File: config.mk
export PLATFORM = sky130hd
export DESIGN_NAME = rau_queue
export DESIGN_NICKNAME = d
export VERILOG_FILES = /design/src/rau_queue.sv
export SDC_FILE = /design/constraint.sdc
export NUM_CORES = 1
export LEC_CHECK = 0
export CAP_MARGIN = 20
export CORE_MARGIN = 5
export CORE_UTILIZATION = 35
export DETAILED_ROUTE_END_ITERATION = 12
export DONT_BUFFER_PORTS = 1
export PLACE_DENSITY = 0.54
export SYNTH_ARGS = -nofsm -noshare
export SYNTH_HDL_FRONTEND = slang
export SYNTH_SLANG_ARGS = --single-unit
File: constraint.sdc
create_clock -name clk -period 2.92 [get_ports clk]
set_input_delay 0.584 -clock clk [delete_from_list [all_inputs] [get_ports clk]]
set_output_delay 0.584 -clock clk [all_outputs]
set_load 0.02 [all_outputs]
File: src/rau_queue.sv
// Two-entry job queue between the front and back ends.
`timescale 1ns / 1ps
module rau_queue #(
  parameter int unsigned DW = 8
) (
  input  logic          clk,
  input  logic          rst_n,
  input  logic          push_valid,
  output logic          push_ready,
  input  logic [DW-1:0] push_data,
  output logic          pop_valid,
  input  logic          pop_ready,
  output logic [DW-1:0] pop_data
);
  logic [DW-1:0] mem_r [2];
  logic          wr_ptr_r, rd_ptr_r;
  logic [1:0]    count_r;
  logic          do_push, do_pop;

  assign push_ready = (count_r != 2'd2);
  assign pop_valid  = (count_r != 2'd0);
  assign pop_data   = mem_r[rd_ptr_r];
  assign do_push    = push_valid && push_ready;
  assign do_pop     = pop_valid && pop_ready;

  // Pointers and fill count.
  always_ff @(posedge clk) begin
    if (!rst_n) begin
      wr_ptr_r <= 1'b0;
      rd_ptr_r <= 1'b0;
      count_r  <= 2'd0;
    end else begin
      if (do_push) wr_ptr_r <= ~wr_ptr_r;
      if (do_pop)  rd_ptr_r <= ~rd_ptr_r;
      if (do_push && !do_pop)      count_r <= count_r + 2'd1;
      else if (do_pop && !do_push) count_r <= count_r - 2'd1;
    end
  end

  // Storage.
  always_ff @(posedge clk) begin
    if (do_push) mem_r[wr_ptr_r] <= push_data;
  end

endmodule

======== Word level (Yosys, flattened, before mapping) ========
Memory sizes are Yosys's and may differ from the RTL's. A register that Yosys moved wholly into a read port is not among the register bits.
Cells that the tools add are included.
storage, ports and cells
  latch bits .............................. 0
  memory bits (writable) .................. 16
  flip-flop bits (word level) ............. 4
  word-level logic and storage cells ...... 23
  output and inout port bits .............. 10
  memories kept ........................... 1
  ROM bits ................................ 0
cells by class
  bitwise logic cells ..................... 2
  shift operators ......................... 0
  equal/unequal tests ..................... 1
  order comparisons ....................... 0
  $mul .................................... 0
  $add $sub $neg .......................... 2
  reduce and logical (&&, ||, !) cells .... 8
  muxes and demuxes ....................... 6
  divide/modulo/power cells ............... 0
memory list
  memory  words  bits a word  read ports  clocked after Yosys merged registers in  wr ports  line  source
  mem_r   2      8            1           1                                        1         15    logic [DW-1:0] mem_r [2];
operators with widths
  kind                                                                number
  1-bit logical AND                                                   4
  1-bit two-way mux                                                   4
  2-bit two-way mux                                                   2
  2-bit nonzero test                                                  2
  2-bit by 1-bit adder with 2-bit output, second input constant       1
  1-bit logical NOT                                                   2
  2-bit != test, second input constant                                1
  1-bit inverter                                                      2
  2-bit by 1-bit subtractor with 2-bit output, second input constant  1

======== Logic depth before layout (Yosys ltp) ========
  depth after elaboration ................. 6
  depth in mapped cells ................... 6
  mapped depth without buffers ............ 6

======== Least setup slack after synthesis ========
Ideal clock, no wire load.
  kind .................................... input port to flip-flop
  start ................................... input port push_valid
  end ..................................... register count_r[1]
  stages on the path ...................... 4
  data arrival time ....................... 1.499 ns
  slack ................................... 1.352 ns
  required time ........................... 2.850 ns
  setup time .............................. 0.070 ns
  cell sequence ........................... and2_1 -> ha_1 -> or3_1 -> a21oi_1
on the way
  cells in the longest elaborated chain, start to end .. 4
ends and longest elaborated chain
  item                          line  source
  from (decl)                   8     input logic push_valid,
  1-bit logical AND *           23    assign do_push = push_valid && push_ready;
  1-bit logical NOT             36    else if (do_pop && !do_push) count_r <= count_r - 2'd1;
  1-bit logical AND             36
  2-bit nonzero test (no line)  -
  to (signal assigned)          35    if (do_push && !do_pop) count_r <= count_r + 2'd1;
  to (signal assigned)          36
  to (decl)                     17    logic [1:0] count_r;
Mark *: on every way between the ends. The rest lies on a longest branch, timed or not.
A chain may end at the register's enable or synchronous reset.

==> impl_results.md <==
* Status: finished clean
* IO Count at 22
* Core Util, Final at 0.392
* Post-Syn Area per Cell at 16.2 um^2
* Syn Nets at 63
* Synthesized area at 810 um^2
* Ant diodes at 0
* Post-route clock skew at 0.00285 ns
* Hpwl dp at 883 um
* Final Slew Violations at 0
* Total number of vias at 397
* Fmax at 534 MHz
* P_leak at 0.308 nW
* Area delta synth->final at 7.11%
* Final Hold Violating Endpoints at 0
* Worst setup SP type: register
* Largest net degree at the start of global routing at 13
* Final Cycle Share at 0.642
* Port buffer count at 0
* Die width at 58.1 um
* Post-DRT Antenna Nets at 0
* Initial antenna violation count at 0
* Clk slew on worst S/H paths at 0.11 ns
* Synth warn at 0
* Cells along the critical path: mux2_2
* Clk root buf: clkbuf_4
* Critical path arrival at 1.29 ns
* RSZ-0062 raised after global routing: no
* FFs w/ async S/R, synth at 0
* Largest cells by area after synthesis: edfxtp_1, dfxtp_1, mux2_2, xor2_1, nand2b_4
* # clock sinks at 21
* Sequential area share after synthesis at 0.717
* Number of flops mapped to enable cells by yosys at 16
* MaxCap Viol Count at 0
* Hold buffer count at CTS at 0
* Vias in the first global route at 407
* Grt total ovfl at 0
* Routed vias/inst at 4.90
* Crit-path max FO at 8
* Slew at the pin with the worst max-slew slack at 0.382 ns
* Post-CTS resize count at 0
* Worst path slowest cell: dfxtp_1
* Power per standard cell area at 899 mW/mm^2
* Drt total wl at 1210 um
* H-Tree Depth at 1
* Residual DRC count at 0
* Synth Register Bits at 21
* Crit end category: primary output
* CP top delay family: flip-flops
* Routability cong. at 0.593
* Period minus WS final at 1.87 ns
* Setup-failing EPs final at 0
* Drt wl/cell at 15.0 um
* Synth area leader: edfxtp_1
* Critical Path RT at 2.34 ns
* CTS tree: done
* Critical Path Max Stage Delay at 0.55 ns
* Total CTS buffers at 3
* Count leader, synth: edfxtp_1
* Drt pass-1 iters at 2
* Yosys top cell area share at 0.594
* Mapped Cells at 50
* Post-CTS Setup Inserts at 0
* IR drop worst, VDD at 0.509 mV
* GR Util All Layers at 0.0762
* Rows at 17
* Die height at 58.1 um
* Worst Path Buf+Inv at 0
* Core area at 0.00221 mm^2
* Final Instance Count excl. Fillers at 81
* Share of layout cells above drive strength 1 at 0.283
* Synth cell types at 17
* Clk_lat worst skew at 0.29 ns
* DR iter-0 viols at 6
* Worst slew margin at 0.745
* Sum Neg Setup Slack at 0 ns
* Worst Hold Class: input pin to register
* First-pass GRT wire length at 1870 um
* Synth top cells by count: edfxtp_1, mux2_2, dfxtp_1, nor2_1, xor2_1
* Placed cell count at 77
* Max Root-Sink Buffers at 2
* Post-layout nets at 67
* Main synth FF type: edfxtp_1
* Die area at 0.00337 mm^2
* Initial Utilization at 0.366
* CP Class: register to primary output
## sequential cells by signal (all words and copies together), names as in the netlist, named ones only
| signal | count |
|---|---|
| wr_ptr_r | 1 |
| mem_r | 16 |
| count_r | 2 |
| rd_ptr_r | 1 |
## cells by family after synthesis
family          Yosys count  synth area share
simple gates              9            0.0711
flops                    21             0.717
buf+inv                   3            0.0155
fa+ha+maj                 1            0.0155
mux                       8             0.111
compound gates            5            0.0371
xor+xnor                  3            0.0325
## layout make-up
class                           instances  area (um^2)
Clock buffer                            3         22.5
Tap cell                               28         35.0
Clock inverter                          1         5.00
Fill cell                             229         1350
Sequential cell                        21          581
Inverter                                2         7.51
Multi-Input combinational cell         26          216
## path summary, 6_finish.rpt
check	to	from	cells past startpoint	slack [ns]
max	pop_data[2]	register	1	1.05
min	mem_r[1][4]	push_data[4]	0	0.38
max reg2reg	count_r[1]	count_r[0]	5	1.24
min reg2reg	rd_ptr_r	rd_ptr_r	2	0.53
## where the power goes
group	switching, W	internal [W]	leakage, nW
combinational	0.000137	0.0000912	0.0996
sequential	0.0000409	0.000379	0.191
clock	0.0000804	0.0000509	0.0177
## placed cells by master, fill, tap and decap left out, types with 2 or more instances in the layout
cell type,instances
edfxtp_1,16
mux2_2,8
dfxtp_1,5
xor2_1,3
nor2_1,3
clkbuf_4,3
o21ai_0,2
inv_1,2
a21oi_1,2
## stage by stage
| step | setup WS [ns] | hold WS [ns] | instance area (um^2) | total power [W] |
|---|---|---|---|---|
| final | 1.05 | 0.378 | 867 | 0.000780 |
| after global routing | 0.957 | 0.350 | 867 | 0.000828 |
| after CTS | 0.998 | 0.366 | 867 | 0.000794 |
| after detailed placement | 1.24 | 0.503 | 840 | 0.000661 |
| after global placement | 1.31 | 0.503 | 840 | 0.000657 |
| after floorplan | 1.35 | 0.472 | 810 | 0.000626 |
## layer usage
| metal | track usage | share of wire | vias up |
|---|---|---|---|
| met5 | 0 | 0 | - |
| met1 | 0.0641 | 0.35 | 195 |
| met3 | 0.0557 | 0.096 | 0 |
| met2 | 0.140 | 0.55 | 13 |
| li1 | - | - | 189 |
| met4 | 0.0199 | 0 | 0 |
No activity file was read; power rests on OpenSTA's default activity.
