## src/rau_pkg.sv

```systemverilog
// Shared types and codes for the rational arithmetic unit.
`timescale 1ns / 1ps
package rau_pkg;

  // Operation codes carried in the input word's user field.
  typedef enum logic [3:0] {
    OP_ADD = 4'd0,
    OP_SUB = 4'd1,
    OP_MUL = 4'd2,
    OP_DIV = 4'd3,
    OP_GT  = 4'd4,
    OP_LT  = 4'd5,
    OP_GE  = 4'd6,
    OP_LE  = 4'd7,
    OP_EQ  = 4'd8,
    OP_NE  = 4'd9
  } op_t;

  // Back-end sequencer states, one-hot.
  typedef enum logic [3:0] {
    ST_IDLE = 4'b0001,
    ST_GCD  = 4'b0010,
    ST_DIV  = 4'b0100,
    ST_DONE = 4'b1000
  } bk_state_t;

  // Control part of one queued job.
  typedef struct packed {
    logic need_reduce;  // numerator and denominator still need gcd reduction
    logic cmp_true;     // comparison outcome
    logic div_zero;     // division by a zero fraction
  } job_ctl_t;

  localparam int unsigned FieldW = 16;
  localparam int unsigned ResNumW = 32;
  localparam int unsigned ResDenW = 31;

endpackage

```

## src/rau_back.sv

```systemverilog
// Back end: binary gcd, exact division of both parts, and the output register.
`timescale 1ns / 1ps
module rau_back #(
  parameter int unsigned NW = 33
) (
  input  logic                            clk,
  input  logic                            rst_n,
  input  logic                            job_valid,
  output logic                            job_ready,
  input  logic signed [NW-1:0]            job_num,
  input  logic [NW-1:0]                   job_den,
  input  rau_pkg::job_ctl_t               job_ctl,
  output logic                            out_tvalid,
  input  logic                            out_tready,
  output logic [63:0]                     out_tdata,
  output logic [1:0]                      out_tuser
);
  import rau_pkg::*;

  localparam int unsigned KW = $clog2(NW + 1);
  localparam int unsigned CW = $clog2(NW);

  bk_state_t              state_r;
  logic [NW-1:0]          x_r, y_r, g_r;
  logic [KW-1:0]          k_r;
  logic [CW-1:0]          cnt_r;
  logic                   neg_r;
  logic [NW-1:0]          qn_r, qd_r;
  logic [NW:0]            rn_r, rd_r;
  logic [NW:0]            rn_sh, rd_sh, g_x;
  logic signed [NW:0]     snum;
  logic [ResNumW-1:0]     res_num_r;
  logic [ResDenW-1:0]     res_den_r;
  logic                   cmp_r, dz_r;
  logic                   out_valid_r;
  logic [63:0]            out_data_nxt;
  logic [1:0]             out_user_nxt;
  logic                   out_free;

  assign out_free  = !out_valid_r || out_tready;
  assign job_ready = (state_r == ST_IDLE);
  assign rn_sh     = {rn_r[NW-1:0], qn_r[NW-1]};
  assign rd_sh     = {rd_r[NW-1:0], qd_r[NW-1]};
  assign g_x       = {1'b0, g_r};
  assign snum      = neg_r ? -$signed({1'b0, qn_r}) : $signed({1'b0, qn_r});

  // Sequencer: gcd by halving and subtraction, then restoring division.
  always_ff @(posedge clk) begin
    if (!rst_n) begin
      state_r <= ST_IDLE;
    end else begin
      unique case (state_r)
        ST_IDLE: begin
          if (job_valid) begin
            neg_r <= job_num[NW-1];
            x_r   <= job_num[NW-1] ? NW'(-job_num) : job_num;
            y_r   <= job_den;
            qn_r  <= job_num[NW-1] ? NW'(-job_num) : job_num;
            qd_r  <= job_den;
            k_r   <= '0;
            cmp_r <= job_ctl.cmp_true;
            dz_r  <= job_ctl.div_zero;
            if (job_ctl.need_reduce) begin
              state_r <= ST_GCD;
            end else begin
              res_num_r <= '0;
              res_den_r <= ResDenW'(1);
              state_r   <= ST_DONE;
            end
          end
        end
        ST_GCD: begin
          if (x_r == '0) begin
            g_r     <= NW'(y_r << k_r);
            rn_r    <= '0;
            rd_r    <= '0;
            cnt_r   <= CW'(NW - 1);
            state_r <= ST_DIV;
          end else if (!x_r[0] && !y_r[0]) begin
            x_r <= x_r >> 1;
            y_r <= y_r >> 1;
            k_r <= k_r + KW'(1);
          end else if (!x_r[0]) begin
            x_r <= x_r >> 1;
          end else if (!y_r[0]) begin
            y_r <= y_r >> 1;
          end else if (x_r >= y_r) begin
            x_r <= x_r - y_r;
          end else begin
            y_r <= y_r - x_r;
          end
        end
        ST_DIV: begin
          // One quotient bit of each part per cycle.
          if (rn_sh >= g_x) begin
            rn_r <= rn_sh - g_x;
            qn_r <= {qn_r[NW-2:0], 1'b1};
          end else begin
            rn_r <= rn_sh;
            qn_r <= {qn_r[NW-2:0], 1'b0};
          end
          if (rd_sh >= g_x) begin
            rd_r <= rd_sh - g_x;
            qd_r <= {qd_r[NW-2:0], 1'b1};
          end else begin
            rd_r <= rd_sh;
            qd_r <= {qd_r[NW-2:0], 1'b0};
          end
          cnt_r <= cnt_r - CW'(1);
          if (cnt_r == '0) state_r <= ST_DONE;
        end
        ST_DONE: begin
          if (out_free) state_r <= ST_IDLE;
        end
        default: state_r <= ST_IDLE;
      endcase
    end
  end

  // Result word handed to the output register.
  always_comb begin
    if (dz_r || cmp_r ||
        (res_den_r == ResDenW'(1) && res_num_r == '0 && !neg_r && qd_r == '0)) begin
      out_data_nxt = {1'b0, res_den_r, res_num_r};
    end else begin
      out_data_nxt = {1'b0, ResDenW'(qd_r), ResNumW'(snum)};
    end
    out_user_nxt = {dz_r, cmp_r};
  end

  // Output register: holds a finished word until the sink takes it.
  always_ff @(posedge clk) begin
    if (!rst_n) begin
      out_valid_r <= 1'b0;
    end else if (state_r == ST_DONE && out_free) begin
      out_valid_r <= 1'b1;
    end else if (out_tready) begin
      out_valid_r <= 1'b0;
    end
  end

  always_ff @(posedge clk) begin
    if (state_r == ST_DONE && out_free) begin
      out_tdata <= out_data_nxt;
      out_tuser <= out_user_nxt;
    end
  end

  assign out_tvalid = out_valid_r;

endmodule

```

## config.mk

```make
export PLATFORM = sky130hd
export DESIGN_NAME = rau_back
export DESIGN_NICKNAME = d
export VERILOG_FILES = /design/src/rau_pkg.sv /design/src/rau_back.sv
export SDC_FILE = /design/constraint.sdc
export NUM_CORES = 1
export LEC_CHECK = 0
export BUFFER_PORTS_ARGS = -buffer_cell sky130_fd_sc_hd__clkbuf_2
export CAP_MARGIN = 20
export CORE_MARGIN = 5
export CORE_UTILIZATION = 45
export CTS_CLUSTER_SIZE = 25
export DETAILED_ROUTE_END_ITERATION = 6
export SETUP_SLACK_MARGIN = 0.2
export SLEW_MARGIN = 20
export SYNTH_ARGS = -nofsm -noshare
export SYNTH_HDL_FRONTEND = slang
export SYNTH_SLANG_ARGS = --single-unit
```

## constraint.sdc

```tcl
create_clock -name clk -period 7.8 [get_ports clk]
set_clock_uncertainty 0.15 [all_clocks]
set_input_delay 1.56 -clock clk [delete_from_list [all_inputs] [get_ports clk]]
set_output_delay 1.56 -clock clk [all_outputs]
set_load 0.1 [all_outputs]
```

# Yosys cells after proc, flatten, opt, wreduce, memory -nomap -nowiden
# Cells that the tools add are included.
dict set report word_totals {
  regBits 317
  input_bits 73
  output_inout_bits 68
}
dict set report op_classes {
  addsub 8
  magnitude_cmp 3
  n_eq_ne 14
  shifts 1
  mux 39
  n_reduce_logical 27
}
# cell n
set ops {}
lappend ops {{33-bit 2-to-1 mux} 16}
lappend ops {{33-bit case mux with 2 select lines} 6}
lappend ops {{33-bit subtractor} 4}
lappend ops {{34-bit by 33-bit >= comparator with 1-bit output} 2}
lappend ops {{33-bit zero test} 2}
lappend ops {{33-bit >= comparator} 1}
lappend ops {{33-bit negation} 1}
lappend ops {{33-bit by 6-bit left shift with 33-bit output} 1}
lappend ops {{32-bit 2-to-1 mux} 1}
lappend ops {{32-bit negation} 1}
lappend ops {{6-bit 2-to-1 mux} 4}
lappend ops {{6-bit case mux with 2 select lines} 2}
lappend ops {{4-bit 2-to-1 mux} 5}
lappend ops {{4-bit case mux with 4 select lines} 1}
lappend ops {{2-bit inequality test (second input constant)} 6}
lappend ops {{4-bit inequality test (second input constant)} 3}
lappend ops {{3-bit AND reduction} 4}
lappend ops {{6-bit AND reduction} 2}
lappend ops {{5-bit AND reduction} 2}
lappend ops {{4-bit AND reduction} 2}
lappend ops {{2-bit nonzero test} 4}
lappend ops {{6-bit by 1-bit adder with 6-bit output (second input constant)} 1}
lappend ops {{6-bit zero test} 1}
lappend ops {{6-bit by 1-bit subtractor with 6-bit output (second input constant)} 1}
lappend ops {{other kinds (9)} 19}

# Longest topological paths before layout
# Gate-level depths: netlist (run 1).
dict set report logic_depth {
  depth_word 7
  ltp_mapped 14
}

# Worst setup path before layout (run 1)
# OpenSTA, ideal clock, no wires.
dict set report synth_timing {
  path_kind {input to register}
  from {input port rst_n}
  to {register cnt_r[0] (enable)}
  arrival_ps 7040
  required_ps 7038
  slack_ps -2
  stages 2
  n_path_buf 1
  cell_sequence {clkbuf_1 a21boi_0}
}
dict set report synth_between {
  elab_chain_cells 1
}
# item line_no
set synth_lines {}
lappend synth_lines {{start: declaration} rau_back.sv:7} ;# input logic rst_n,
lappend synth_lines {{3-bit AND reduction (no line)} n/a}
lappend synth_lines {{end signal: assignment} rau_back.sv:77} ;# cnt_r <= CW'(NW - 1);
lappend synth_lines {{end signal: assignment} rau_back.sv:109} ;# cnt_r <= cnt_r - CW'(1);
lappend synth_lines {{end: declaration} rau_back.sv:26} ;# logic [CW-1:0] cnt_r;
# Every way passes these cells.
# A chain may end at the register's enable or synchronous reset.

# Worst setup path after layout (run 1)
dict set report layout_timing {
  from {register y_r[3]}
  to {register y_r[21] (enable)}
}
dict set report layout_between {
  elab_chain_cells 3
}
# item line_no
set layout_lines {}
lappend layout_lines {{start: declaration} rau_back.sv:24} ;# logic [NW-1:0] x_r, y_r, g_r;
lappend layout_lines {{start signal: assignment} rau_back.sv:57} ;# y_r <= job_den;
lappend layout_lines {{start signal: assignment} rau_back.sv:81} ;# y_r <= y_r >> 1;
lappend layout_lines {{start signal: assignment} rau_back.sv:86} ;# y_r <= y_r >> 1;
lappend layout_lines {{33-bit >= comparator} rau_back.sv:87} ;# end else if (x_r >= y_r) begin
lappend layout_lines {{4-bit inequality test (no line)} n/a}
lappend layout_lines {{6-bit AND reduction (no line)} n/a}
# Every way passes these cells.

==> results.json, run 1 <==
{
  "status": "finished, final reports clean",
  "grt_setup_unrepaired": "false",
  "grtUsageTotal_pct": 24.8,
  "finalNonFillerCells": 3352,
  "die_x_um": 239,
  "path_max_fanout": 32,
  "place.detailed.hpwl_mm": 55.5,
  "pwr_density_cell_nw_per_um2": 230,
  "syn-cell-area_sq_um": 23500,
  "post_cts.repair.setup_buffers": 0,
  "peakVddDrop_v": 0.000142,
  "initial_core_util_pct": 45.6,
  "reg2reg_depth": 11,
  "cts_made_buffers": 39,
  "post-route-drc-count": 0,
  "hold_depth": 0,
  "tritoncts": "yes",
  "ios": 141,
  "via_count": 20100,
  "grt_max_degree": 87,
  "cts_buffer_depth": 3,
  "grt_overflow": 0,
  "hold_class": "reg -> reg",
  "worstPathArrival_ns": 4.40,
  "synth_area_leaders": "edfxtp_1 40%, ha_1 7.4%, a21oi_1 6.0%",
  "crit_path_start_kind": "flop",
  "cts_resized": 0,
  "row_count": 83,
  "critPathKind": "reg -> reg",
  "hold_violations": 0,
  "synthMostInstantiatedCell": "edfxtp_1",
  "ant_nets": 0,
  "required_ns": 7.83,
  "tightest_slew_ns": 1.13,
  "setup_tns_ns": 0,
  "clkTransAtPathRegs_ns": 0.07,
  "post-route-min-period_ns": 4.38,
  "synth_edf_count": 311,
  "setup-violations-final": 0,
  "slew_headroom_pct": 22.5,
  "grt_pass1_vias": 18800,
  "yosys_warnings": 0,
  "core_sq_um": 51600,
  "yosys-top-cells-count": "311 x edfxtp_1, 293 x nand2_1, 284 x a21oi_1",
  "grt_use_met2_pct": 36.7,
  "fin_crit_sh_pct": 56.1,
  "synthArstFlopShare_pct": 0,
  "ys_seq_area_share_pct": 40.1,
  "grt_pass1_wl_mm": 111,
  "timing.max_cap.violations": 0,
  "antenna_found_initial": 2,
  "synth_seq_cells": 316,
  "drt-initial-drc-count": 1945,
  "finalNetCount": 2857,
  "dp_cells": 3280,
  "clockRootBuffer": "clkbuf_16",
  "yosys.area.top_type": "edfxtp_1",
  "worst_setup_path_end_kind": "flop",
  "syn_avg_cell_area_sq_um": 9.13,
  "avgViaCountPerCell": 5.99,
  "grt_busiest_layer": "met1",
  "slew_viol_final": 0,
  "fmaxAchievable_mhz": 228,
  "htree_levels": 2,
  "wire_per_inst_um": 21.8,
  "syn_inst": 2578,
  "area_growth_pct": 10.5,
  "n_antenna_cell": 0,
  "wl_mm": 72.9,
  "place.gp.congestion": 0.931,
  "p_total_mw": 5.98,
  "grt_use_met3_pct": 4.29,
  "ff2ff_setup_slack_ns": 3.42,
  "cts_hold_buf": 0,
  "die_y_um": 239,
  "drive_gt1_share_pct": 11.2,
  "first_pass_iters": 6,
  "ys.flop_type": "edfxtp_1",
  "clk_latency_ns": 0.57,
  "grt_use_met1_pct": 37.6,
  "synth_top_cell_area_share_pct": 39.7,
  "portBuffers": 139,
  "synth_nets": 2794,
  "post-route-util_pct": 50.4,
  "cts_sinks": 316,
  "leakage_nw": 10.5,
  "ys_types": 93,
  "die-area_sq_um": 57000
}
-- path summary, 6_finish.rpt --
path / from / end
max: y_r[3] / y_r[21]
min: cmp_r / out_tuser[0]
max reg2reg: y_r[3] / y_r[21]
min reg2reg: cmp_r / out_tuser[0]
-- layer usage --
metal	vias to the layer above	part of all wire, %	wire length (um)
li1	9528	-	-
met1	9684	47	34100
met2	746	42	30900
met3	108	8.2	5960
met4	0	2.7	1930
met5	-	0	0
-- flip-flops by register name, indices dropped and copies added (netlist names) --
name        count
dz_r            1
out_tdata      63
neg_r           1
out_tuser       2
rd_r           33
qn_r           33
g_r            33
qd_r           33
out_tvalid      1
cnt_r           6
x_r            33
rn_r           33
k_r             6
state_r         4
cmp_r           1
y_r            33
-- final cells by class --
| type | count | area [sq um] |
|---|---|---|
| flip-flops and latches | 316 | 9440 |
| clock buffers | 54 | 1060 |
| repair buffers | 161 | 868 |
| inverters | 154 | 578 |
| well taps | 680 | 851 |
| clock inverters | 18 | 158 |
| fillers | 4884 | 25600 |
| multi-input cells | 1969 | 13000 |
-- metrics by stage --
step           cell area (sq um)  setup WS (ns)  hold slack (ns)
2_1_floorplan              23500           1.89            0.294
3_3_place_gp               24800           3.41            0.344
3_5_place_dp               24800           3.39            0.342
4_1_cts                    26000           3.46            0.359
5_1_grt                    26000           3.20            0.366
6_report                   26000           3.42            0.360
-- placed cells by master (no fill, tap or decap), drive strengths merged, types with 16 or more instances in the layout --
cell	count
nand3	54
xnor2	71
and2	41
a221oi	39
nor4	19
a211oi	39
nor2	263
or3	29
clkbuf	193
buf	22
a21o	75
edfxtp	311
a31oi	17
ha	139
nor3	37
xor2	99
o21ai	117
o31ai	31
nor2b	20
mux4	19
nand2	293
a21oi	284
mux2i	37
inv	156
nand4	28
o21bai	16
-- kinds of logic after synthesis --
group | after synthesis | synth area share, %
buf+inv | 293 | 4.83
flops | 316 | 40.1
mux | 66 | 3.87
xor+xnor | 170 | 6.33
fa+ha+maj | 143 | 7.73
compound gates | 735 | 20.3
other cells | 1 | 0.0159
simple gates | 854 | 16.9
-- power by group --
group | switching (mW) | internal [mW]
Sequential | 0.182 | 2.07
Clock | 0.748 | 1.02
Combinational | 1.32 | 0.627
-- critical path, stage by stage, from the launching register on --
cell and delay, ns:
edfxtp_1 0.47, ha_1 0.48, a21o_1 0.22, a21oi_1 0.19, o221a_2 0.28, o31ai_4 0.13
a311oi_4 0.37, o21ai_2 0.18, o21ai_2 0.13, buf_4 0.30, o21bai_1 0.18, a21oi_4 0.89
No activity file was read; power rests on OpenSTA's default activity.
==> run 2, diff against run 1 <==
==> constraint.sdc (replaced) <==
create_clock -name clk -period 3.85 [get_ports clk]
set_clock_uncertainty 0.15 [all_clocks]
set_input_delay 0.77 -clock clk [delete_from_list [all_inputs] [get_ports clk]]
set_output_delay 0.77 -clock clk [all_outputs]
set_load 0.1 [all_outputs]
==> results.json, run 2 (synthesized netlist as in run 1, its figures left out) <==
{
  "status": "finished, final reports clean",
  "htree_levels": 2,
  "portBuffers": 139,
  "post-route-drc-count": 0,
  "drt-initial-drc-count": 2019,
  "critPathKind": "reg -> reg",
  "setup-violations-final": 0,
  "wire_per_inst_um": 21.7,
  "ant_nets": 0,
  "cts_buffer_depth": 3,
  "area_growth_pct": 15.2,
  "die_y_um": 239,
  "clockRootBuffer": "clkbuf_16",
  "core_sq_um": 51600,
  "avgViaCountPerCell": 5.96,
  "path_max_fanout": 3,
  "holdWs_ns": 0.248,
  "required_ns": 3.99,
  "grtUsageTotal_pct": 25.4,
  "ff2ff_setup_slack_ns": 0.26,
  "crit_path_start_kind": "flop",
  "slew_viol_final": 0,
  "layout_common_cells": "311 x edfxtp_1, 292 x nand2_1, 278 x a21oi_1",
  "post-route-min-period_ns": 3.59,
  "initial_core_util_pct": 45.6,
  "die_x_um": 239,
  "critPathMaxStageDelay_ns": 0.49,
  "slowest_stage": "a2111oi_2",
  "fin_crit_sh_pct": 93.2,
  "cts_sinks": 316,
  "antenna_found_initial": 0,
  "ios": 141,
  "grt_setup_unrepaired": "true",
  "slew_headroom_pct": 35.2,
  "worstPathArrival_ns": 3.73,
  "clkTransAtPathRegs_ns": 0.06,
  "tightest_slew_ns": 0.972,
  "timing.max_cap.violations": 0,
  "place.detailed.hpwl_mm": 57.9,
  "final_common_cell": "edfxtp_1",
  "leakage_nw": 11.1,
  "row_count": 83,
  "worst_setup_path_end_kind": "flop",
  "grt_pass1_wl_mm": 114,
  "crit_top_cell": "inv_2",
  "cts_hold_buf": 0,
  "pwr_density_cell_nw_per_um2": 469,
  "largest_reg_flops": 63,
  "hold_violations": 0,
  "tritoncts": "yes",
  "n_antenna_cell": 0,
  "dp_cells": 3375,
  "finalNetCount": 2958,
  "drive_gt1_share_pct": 15.5,
  "finalNonFillerCells": 3451,
  "wl_mm": 74.9,
  "clk_latency_ns": 0.56,
  "place.gp.congestion": 0.963,
  "crit_path_cell_trace": "inv_2 -> ha_4 -> inv_2 -> fa_2 -> a211oi_2 -> o211ai_1 -> a2111oi_2 -> o31ai_2 -> a221oi_2 -> buf_4 -> xnor2_1 -> a221oi_1 -> a21oi_1",
  "first_pass_iters": 5,
  "fmaxAchievable_mhz": 279,
  "grt_max_degree": 113,
  "grt_pass1_vias": 19500,
  "die-area_sq_um": 57000,
  "peakVddDrop_v": 0.000316,
  "top_register": "out_tdata",
  "via_count": 20600,
  "nFillCells": 4752,
  "grt_overflow": 0,
  "cts_made_buffers": 38,
  "setup_tns_ns": 0,
  "hold_class": "in -> reg"
}
## run 2: cell count changes in the layout (fill, tap and decap cells not counted), moves of 4 or more
cell       previous run  this run
ha_1                139       132
a21oi_1             282       278
buf_4                21       116
clkinv_1              7        12
bufinv_16             2         6
buf_12                0         7
ha_2                  0         5
clkbuf_1             13         6
## run 2: report_power, final
group	switching [mW]	leakage, nW	internal [mW]
registers	0.295	2.91	4.19
logic	2.91	7.57	1.51
clock network	1.49	0.632	2.33
## run 2: path summary, 6_finish.rpt
path         startpoint      endpoint  depth (start not counted)
max              x_r[0]       x_r[20]                         13
min          job_ctl[1]         cmp_r                          1
max reg2reg      x_r[0]       x_r[20]                         13
min reg2reg        dz_r  out_tuser[1]                          0
## run 2: repair_timing
action,CTS,global route
buffers inserted,0,7
endpoints found under the setup margin,5,144
gates cloned,0,0
endpoints found under the hold margin,0,0
resized for setup,5,35
pin swaps,1,14
## run 2: stage by stage
step / util, % / power, mW / setup slack, ns / instance area (sq um)
2_1_floorplan: - / 7.40 / 0.135 / 23600
3_3_place_gp: 49.6 / 8.77 / -0.0168 / 25600
3_5_place_dp: 49.6 / 8.78 / 0.0569 / 25600
4_1_cts: 52.1 / 12.6 / 0.187 / 26900
5_1_grt: 52.5 / 13.3 / 0.0851 / 27100
6_report: 52.5 / 12.7 / 0.260 / 27100
## run 2: critical path, delay by kind of cell, from the launching register on
kind,cells,cell delay [ns]
AO/OA/AOI/OAI,7,1.86
adder cells (fa/ha/maj),2,0.50
flip-flops,1,0.41
buffers and inverters,3,0.34
XOR/XNOR,1,0.07
## run 2: metal layers
metal	up-vias	track usage (%)	routed length (um)	part of all wire [%]
li1	9727	-	-	-
met2	791	37.7	31800	42
met3	110	4.08	5920	7.9
met4	0	7.62	2250	3.0
met5	-	0	0	0
met1	9944	38.3	34900	47
## run 2: area by class of cell
type | count | area, sq um | area share (%)
clock buffer | 47 | 1050 | 3.87
clock inverter | 22 | 253 | 0.932
sequential | 316 | 9440 | 34.8
inverter | 154 | 578 | 2.13
tap | 680 | 851 | 3.14
multi-input combinational | 1969 | 13200 | 48.8
timing repair buffer | 263 | 1720 | 6.34
